<file path="src/design/bfa_pkg.sv">
`default_nettype none
package bfa_pkg;
	localparam int MaxSegments = 16;
	localparam int BlockBytes = 64;
	localparam int HeaderBytes = 16;
	localparam int IdxW = $clog2(MaxSegments);
	localparam int CntW = $clog2(MaxSegments + 1);
	localparam int StartW = 20;
	localparam int LenW = 21;
	localparam int BlkShift = $clog2(BlockBytes);
	localparam logic [LenW-1:0] HeapBlocksMax = 21'd1048576;
	localparam logic [31:0] HeapBaseReset = 32'h8000_0000;
	localparam logic [LenW-1:0] HeapBlocksReset = 21'd4096;

	localparam logic CfgHeapBase = 1'b0;
	localparam logic CfgHeapBlocks = 1'b1;

	typedef enum logic [2:0] {
		ST_OK = 3'd0,
		ST_NULL = 3'd1,
		ST_OUT = 3'd2,
		ST_PAST_END = 3'd3,
		ST_NO_FIT = 3'd4,
		ST_FULL = 3'd5
	} status_t;

	typedef enum logic [3:0] {
		S_IDLE,
		S_CHECK,
		S_SCAN,
		S_DECIDE,
		S_SHIFT_DN,
		S_SHIFT_UP,
		S_DONE
	} state_t;

	typedef enum logic [3:0] {
		OP_NONE,
		OP_INIT,
		OP_LOAD,
		OP_CHECK,
		OP_SCAN,
		OP_APPLY,
		OP_SHIFT_DN,
		OP_SHIFT_UP,
		OP_PUT
	} op_t;

	typedef struct packed {
		op_t op;
	} cmd_t;

	typedef struct packed {
		logic is_free;
		logic early;       // result settled at load or check
		logic scan_end;
		logic need_dn;     // remove entry
		logic need_up;     // insert entry
		logic shift_end;
	} stat_t;
endpackage
`default_nettype wire

</file>
<file path="src/design/bfa_ctrl.sv">
`default_nettype none
module bfa_ctrl (
	input wire logic clk,
	input wire logic arst_n,
	input wire logic in_valid,
	output logic in_ready,
	output logic out_valid,
	input wire logic out_ready,
	output bfa_pkg::cmd_t cmd,
	input wire bfa_pkg::stat_t st
);
	bfa_pkg::state_t state_q, state_d;
	logic ov_q, ov_d;

	always_ff @(posedge clk or negedge arst_n) begin
		if (!arst_n) begin
			state_q <= bfa_pkg::S_IDLE;
			ov_q <= 1'b0;
		end else begin
			state_q <= state_d;
			ov_q <= ov_d;
		end
	end

	assign out_valid = ov_q;

	always_comb begin
		state_d = state_q;
		ov_d = ov_q && !out_ready;
		cmd.op = bfa_pkg::OP_NONE;
		in_ready = 1'b0;
		case (state_q)
			bfa_pkg::S_IDLE: begin
				in_ready = 1'b1;
				if (in_valid) begin
					cmd.op = bfa_pkg::OP_LOAD;
					state_d = bfa_pkg::S_CHECK;
				end
			end
			bfa_pkg::S_CHECK: begin
				cmd.op = bfa_pkg::OP_CHECK;
				state_d = bfa_pkg::S_SCAN;
			end
			bfa_pkg::S_SCAN: begin
				if (st.early) begin
					state_d = bfa_pkg::S_DONE;
				end else if (st.scan_end) begin
					state_d = bfa_pkg::S_DECIDE;
				end else begin
					cmd.op = bfa_pkg::OP_SCAN;
				end
			end
			bfa_pkg::S_DECIDE: begin
				cmd.op = bfa_pkg::OP_APPLY;
				state_d = bfa_pkg::S_SHIFT_DN;
			end
			bfa_pkg::S_SHIFT_DN: begin
				if (st.need_up) begin
					state_d = bfa_pkg::S_SHIFT_UP;
				end else if (!st.need_dn) begin
					state_d = bfa_pkg::S_DONE;
				end else begin
					cmd.op = bfa_pkg::OP_SHIFT_DN;
					if (st.shift_end) state_d = bfa_pkg::S_DONE;
				end
			end
			bfa_pkg::S_SHIFT_UP: begin
				cmd.op = bfa_pkg::OP_SHIFT_UP;
				if (st.shift_end) state_d = bfa_pkg::S_DONE;
			end
			bfa_pkg::S_DONE: begin
				// hold until output register is free
				if (!ov_q || out_ready) begin
					cmd.op = bfa_pkg::OP_PUT;
					ov_d = 1'b1;
					state_d = bfa_pkg::S_IDLE;
				end
			end
			default: state_d = bfa_pkg::S_IDLE;
		endcase
	end
endmodule
`default_nettype wire

</file>
<file path="config.mk">
export PLATFORM = sky130hd
export DESIGN_NAME = bfa_ctrl
export DESIGN_NICKNAME = d
export VERILOG_FILES = /design/src/design/bfa_pkg.sv /design/src/design/bfa_ctrl.sv
export SDC_FILE = /design/constraint.sdc
export NUM_CORES = 1
export LEC_CHECK = 0
export BUFFER_PORTS_ARGS = -buffer_cell sky130_fd_sc_hd__buf_2
export CORE_AREA = 2 2 39 41
export CTS_CLUSTER_DIAMETER = 200
export DETAILED_ROUTE_END_ITERATION = 12
export DIE_AREA = 0 0 41 43
export GPL_ROUTABILITY_DRIVEN = 0
export PLACE_DENSITY_LB_ADDON = 0.05
export RECOVER_POWER = 25
export SLEW_MARGIN = 0
export SYNTH_ARGS = -nofsm -noshare
export SYNTH_HDL_FRONTEND = slang
export SYNTH_SLANG_ARGS = --single-unit
export TNS_END_PERCENT = 20
</file>
<file path="constraint.sdc">
create_clock -name clk -period 1.5 [get_ports clk]
set_input_delay 0.15 -clock clk [delete_from_list [all_inputs] [get_ports clk]]
set_output_delay 0.15 -clock clk [all_outputs]
set_load 0.02 [all_outputs]
</file>
==> summary.md, run 1 <==
| Metric | Value |
|---|---|
| Synth Warn # | `0` |
| DR vias | `401` |
| Syn Inst Count | `44` |
| Tmin final | `1840 ps` |
| Fillers | `150` |
| Setup ws final | `-342 ps` |
| Power Internal | `0.354 mW` |
| I/O pins | `16` |
| CP max FO | `3` |
| Clk slew on worst S/H paths | `50 ps` |
| Sequential group share of total power | `31.0%` |
| DR pass1 iterations | `4` |
| Largest net degree at the start of global routing | `14` |
| Ant diodes | `0` |
| Routed wire length | `1070 µm` |
| Die area | `0.00176 mm²` |
| Buf/Inv on CP | `1` |
| Clock buffer depth | `2` |
| CP cell instances | `or4_1 > or3_4 > o21ai_4 > buf_6` |
| Setup crit end kind | `primary output` |
| Clk_lat worst skew | `240 ps` |
| EDFF count, synth | `0` |
| Antenna Nets Post-Route | `0` |
| Hold Crit Class | `in2reg` |
| Synth Flop Type | `dfrtp_1` |
| Seq/Total Area, Yosys | `33.6%` |
| Worst Skew | `1.84 ps` |
| CTS sink cnt | `5` |
| Syn_area_per_cell | `8.47 µm²` |
| Synth cell types | `27` |
| FMAX | `543 MHz` |
| Port bufs | `14` |
| Register area | `126 µm²` |
| Detail Placement HPWL | `804 µm` |
| Nets | `75` |
| Clock share of power | `28.4%` |
| VDD IR max | `0.431 mV` |
| Chip width | `41 µm` |
| Worst endpoint data arrival time | `1690 ps` |
| CTS buffer count | `3` |
| Setup WS pre-CTS | `-122 ps` |
| Row count | `14` |
| Initial antenna violation count | `0` |
| DRC | `0` |
| Iter 0 DRT Violations | `7` |
| Fin. Hold Viols | `0` |
| Syn nets | `54` |
| Most frequent cells in the layout | `buf_2 (9), buf_4 (6), a21oi_1 (4), dfrtp_1 (4)` |
| Ys async rst share | `100%` |
| Psw | `0.197 mW` |
| Slowest cell on the critical path | `or4_1` |
| Vias in the first global route | `381` |
| Core area | `0.00138 mm²` |
| Post-Syn Area | `373 µm²` |
| Critical Path RT | `1350 ps` |
| Slowest stage delay, CP | `510 ps` |
| Initial Utilization | `26.9%` |
| Layout cells sized above 1 | `42.2%` |
| Period utilization | `123%` |
| Vias per cell | `5.01` |
| Switching share of total power | `35.8%` |
| Die H | `43 µm` |
| Congestion Overflow GR | `0` |
| RSZ-0062 raised after global routing | `true` |
| Clk root buf | `clkbuf_4` |
| Top Family by Delay on Critical Path | `simple AND/OR/NAND/NOR gates` |
| Commonest non-fill, non-tap cell in the layout | `buf_2` |
| Area of the multi-input gates | `236 µm²` |
| Final setup vio count | `2` |
| Lkg Pwr | `0.245 nW` |
| Synth-to-Final Area Change | `48.0%` |
| Worst Setup Start Kind | `flop` |
| Wirelength per Cell | `13.4 µm` |
| Setup_tns | `-354 ps` |
| Critical path class | `reg2out` |
| Max_cap viols | `0` |
| Final slew viol count | `0` |
| Outcome | `finished with violations` |
| H-tree levels | `1` |
| Failing checks | `negative setup slack` |
| #FFs+latches synth | `5` |
| All-Layer GR Usage | `13.3%` |
| Logic pwr share | `40.6%` |
| Cell Pwr Density | `998 mW/mm²` |
| CTS tree | `done` |
| Global-route wire length before repair | `1590 µm` |
## path summary, 6_finish.rpt
path | slack [ps] | cells past startpoint | to | start
min in group asynchronous | 270 | 2 | state_q[0] | arst_n
worst min register to register | 530 | 1 | state_q[2] | state_q[3]
worst max-delay path | -340 | 4 | cmd[2] | state_q[0]
worst min-delay path | 170 | 2 | out_valid | out_ready
worst max register to register | -10 | 3 | state_q[0] | state_q[0]
max in group asynchronous | 1010 | 2 | state_q[1] | arst_n
## state kept, by name (all words and copies together) (netlist names)
signal	count
out_valid	1
state_q	4
## power groups by stage
stage               clock network (mW)  logic [mW]  registers, mW
detailed placement                   0       0.208          0.171
global route                     0.179       0.242          0.173
global placement                     0       0.204          0.171
finish                           0.156       0.223          0.171
floorplan                            0       0.139          0.167
CTS                              0.169       0.215          0.168
## cell type report
cell class                      count  area share [%]
Clock buffer                        3            4.08
Clock inverter                      1           0.907
Inverter                            4            2.72
Multi-Input combinational cell     32            42.9
Sequential cell                     5            22.9
Tap cell                           16            3.63
Timing Repair Buffer               19            22.9
## synth_stat cells (all sizes together), types with 2 or more instances
master	number	area, µm²
a21oi	4	20.0
nor4	2	12.5
o211ai	2	15.0
dfrtp	5	125
nor2b	2	12.5
inv	4	15.0
or3	2	12.5
o21ai	4	20.0
buf	2	8.75
## repair_timing
action,4_1_cts,5_1_grt
hold buffers,1,0
hold endpoints to repair,5,0
buffers inserted,0,0
setup endpoints to repair,4,6
gates resized for setup,3,5
pin swaps,1,1
## logic make-up after synthesis
kind of cell	Yosys count	share of synthesized area, %
muxes	1	2.68
other	1	1.01
xor gates and xnor gates	1	2.35
AOI/OAI and AO/OA	16	28.2
DFF	5	33.6
buffers and inverters	7	7.38
and+or+nand+nor	13	24.8
## stage by stage
step           power, mW  hold slack, ps  instance area, µm²  std cells  util (%)
2_1_floorplan      0.306            -146                 389         44         -
3_3_place_gp       0.375           -33.7                 497         75      35.9
3_5_place_dp       0.379           -32.4                 497         75      35.9
4_1_cts            0.553             166                 541         80      39.1
5_1_grt            0.593             192                 552         80      39.9
6_report           0.551             172                 552         80      39.9
## per-layer routing
metal  GRT usage (%)  routed length (µm)  vias to the layer above
li1                -                   -                      204
met1            16.8                 455                      183
met2            20.6                 540                       14
met3            1.57                  73                        0
met4            8.00                   0                        0
met5               0                   0                        -
No activity file was read; power rests on OpenSTA's default activity.
==> run 2: changes to the inputs <==
Settings changed: ABC_AREA from default to 1.
==> run 2 against run 1 <==
The run now ends clean. Wire length up 1.6%. Clock power down 3%. Critical endpoint is now cmd[1]. Die area stayed put. Combinational power grew to 2.9 times the previous value. Via count up 22%. First-iteration DRC count is 86% lower. Highest routed layer unchanged. Power rose by 93%. Synthesized cell count up 50%. Critical path depth up 2.
==> summary.md, run 2 <==
| Metric | Value |
|---|---|
| Outcome | `finished, final reports clean` |
| Nets | `106` |
| Initial antenna violation count | `0` |
| Chip width | `41 µm` |
| DR vias | `489` |
| Congestion Overflow GR | `0` |
| Clock buffer depth | `2` |
| Port bufs | `14` |
| Initial Utilization | `30.4%` |
| Ant diodes | `0` |
| Worst endpoint data arrival time | `1340 ps` |
| Final setup vio count | `0` |
| I/O pins | `16` |
| Cell Pwr Density | `1490 mW/mm²` |
| CP max FO | `5` |
| Syn Inst Count | `66` |
| Setup_tns | `0 ps` |
| Core area | `0.00138 mm²` |
| All-Layer GR Usage | `13.2%` |
| Row count | `14` |
| Worst Setup Start Kind | `flop` |
| Synth cell types | `13` |
| #FFs+latches synth | `5` |
| Syn nets | `76` |
| Fin. Hold Viols | `0` |
| Final Non-Filler Cells | `111` |
| Vias per cell | `4.41` |
| FF-to-FF End | `state_q[1]` |
| Die area | `0.00176 mm²` |
| Flop-to-flop setup slack | `50 ps` |
| Final slew viol count | `0` |
| Top cell type by total area after synthesis | `dfrtp_1` |
| Tmin final | `1490 ps` |
| Clk_lat worst skew | `240 ps` |
| Ys async rst share | `100%` |
| Syn_area_per_cell | `6.37 µm²` |
| EDFF count, synth | `0` |
| DR pass1 iterations | `4` |
| Synth Warn # | `0` |
| Max FFs per register | `4` |
| Critical Path End | `cmd[1]` |
| Critical path class | `reg2out` |
| Biggest register | `state_q` |
| Setup crit end kind | `primary output` |
| Vias in the first global route | `416` |
| RSZ-0062 raised after global routing | `true` |
| FMAX | `671 MHz` |
| CTS buffer count | `3` |
| Antenna Nets Post-Route | `0` |
| Post-route cell area | `714 µm²` |
| Yosys top cell area share | `29.8%` |
| Layout cells sized above 1 | `58.9%` |
| Post-Syn Area | `420 µm²` |
| Die H | `43 µm` |
| H-tree levels | `1` |
| Lkg Pwr | `0.378 nW` |
| Clk slew on worst S/H paths | `40 ps` |
| Period utilization | `99.4%` |
| Worst Setup SP | `state_q[0]` |
| Top cells by count, synth | `nand2_1 (12), inv_1 (11), nand3_1 (9)` |
| Worst Skew | `1.22 ps` |
| Hold Crit Class | `in2reg` |
| Most frequent cell after synthesis | `nand2_1` |
| Synth Flop Type | `dfrtp_1` |
| Seq/Total Area, Yosys | `29.8%` |
| RR Startpoint | `state_q[0]` |
| Commonest non-fill, non-tap cell in the layout | `buf_4` |
| Critical Path RT | `1350 ps` |
| Max_cap viols | `0` |
| Detail Placement HPWL | `786 µm` |
| Synth area leaders | `dfrtp_1 (30%), nand3_1 (11%), nand2_1 (11%), inv_1 (9.8%), nor2_4 (8.0%)` |
| CTS tree | `done` |
| Largest net degree at the start of global routing | `6` |
| Placement Cell Area | `510 µm²` |
| Iter 0 DRT Violations | `1` |
| Reg2reg path depth | `10` |
| DRC | `0` |
| Routed wire length | `1090 µm` |
| Most frequent cells in the layout | `buf_4 (12), inv_1 (10), nand2_1 (9), buf_2 (9), nor2_4 (8)` |
| CTS sink cnt | `5` |
| Wirelength per Cell | `9.78 µm` |
| Placed cells | `96` |
| Global-route wire length before repair | `1600 µm` |
| VDD IR max | `1.05 mV` |
| Synth-to-Final Area Change | `69.9%` |
| Clk root buf | `clkbuf_4` |
run 2: cell types whose count changed in the layout (fill, tap and decap cells not counted), moves of 4 or more:
cell | previous run | this run
nor2_4 | 0 | 8
inv_1 | 3 | 10
nand3_1 | 0 | 7
nand2_1 | 0 | 9
nand2_2 | 0 | 5
buf_4 | 6 | 12
a21oi_1 | 4 | 0
run 2: per-stage QoR:
step	hold slack [ps]	total power, mW	utilization, %	worst slack, ps
floorplan	-146	0.526	-	223
global placement	-33.1	0.647	36.9	203
detailed placement	-32.3	0.647	36.9	201
CTS	127	0.890	44.1	2.40
global route	147	1.14	51.6	-55.2
finish	133	1.06	51.6	9.56
run 2: final cells by class:
type | count | area, µm²
Fill cell | 154 | 669
Timing Repair Buffer | 25 | 171
Multi-Input combinational cell | 46 | 308
Tap cell | 16 | 20.0
Inverter | 15 | 58.8
Clock buffer | 4 | 26.3
Sequential cell | 5 | 130
run 2: cell families after synthesis:
group / count (synthesis) / synth area share, %
other cells: 1 / 0.892
simple gates: 40 / 49.1
buf+inv: 15 / 13.4
flops: 5 / 29.8
compound gates: 5 / 6.85
run 2: timing repair:
| action | 4_1_cts | 5_1_grt |
|---|---|---|
| hold endpoints to repair | 5 | 0 |
| endpoints found under the setup margin | 3 | 4 |
| pin swaps | 2 | 7 |
| buffers inserted | 7 | 3 |
| gates resized for setup | 6 | 24 |
| hold buffers | 1 | 0 |
run 2: worst min path at each step:
stage / from / slack, ps / depth (start not counted) / to
global route: out_ready / 150 / 2 / out_valid
finish: out_ready / 130 / 2 / out_valid
floorplan: arst_n / -150 / 0 / out_valid
CTS: out_ready / 130 / 2 / out_valid
detailed placement: arst_n / -30 / 1 / state_q[1]
global placement: arst_n / -30 / 1 / state_q[1]
run 2: metal layers:
layer  global-route usage (%)  wire length (µm)  vias to the layer above
met2                     20.0               576                        6
met5                        0                 0                        -
met3                     4.71                25                        0
met1                     18.0               484                      221
met4                     2.00                 0                        0
li1                         -                 -                      262
run 2: report_power, final:
| group | switching [mW] | internal, mW | leakage [nW] | total [mW] |
|---|---|---|---|---|
| combinational | 0.364 | 0.280 | 0.303 | 0.644 |
| sequential | 0.0860 | 0.181 | 0.0600 | 0.267 |
| clock | 0.0515 | 0.100 | 0.0150 | 0.152 |
| total | 0.501 | 0.562 | 0.378 | 1.06 |
run 2: worst max-delay path, stage by stage (launching register included):
cell and delay [ps]:
dfrtp_2 480, inv_2 110, nand2_4 60, nor2_4 110, nand3_2 90, o221ai_2 80, buf_4 170
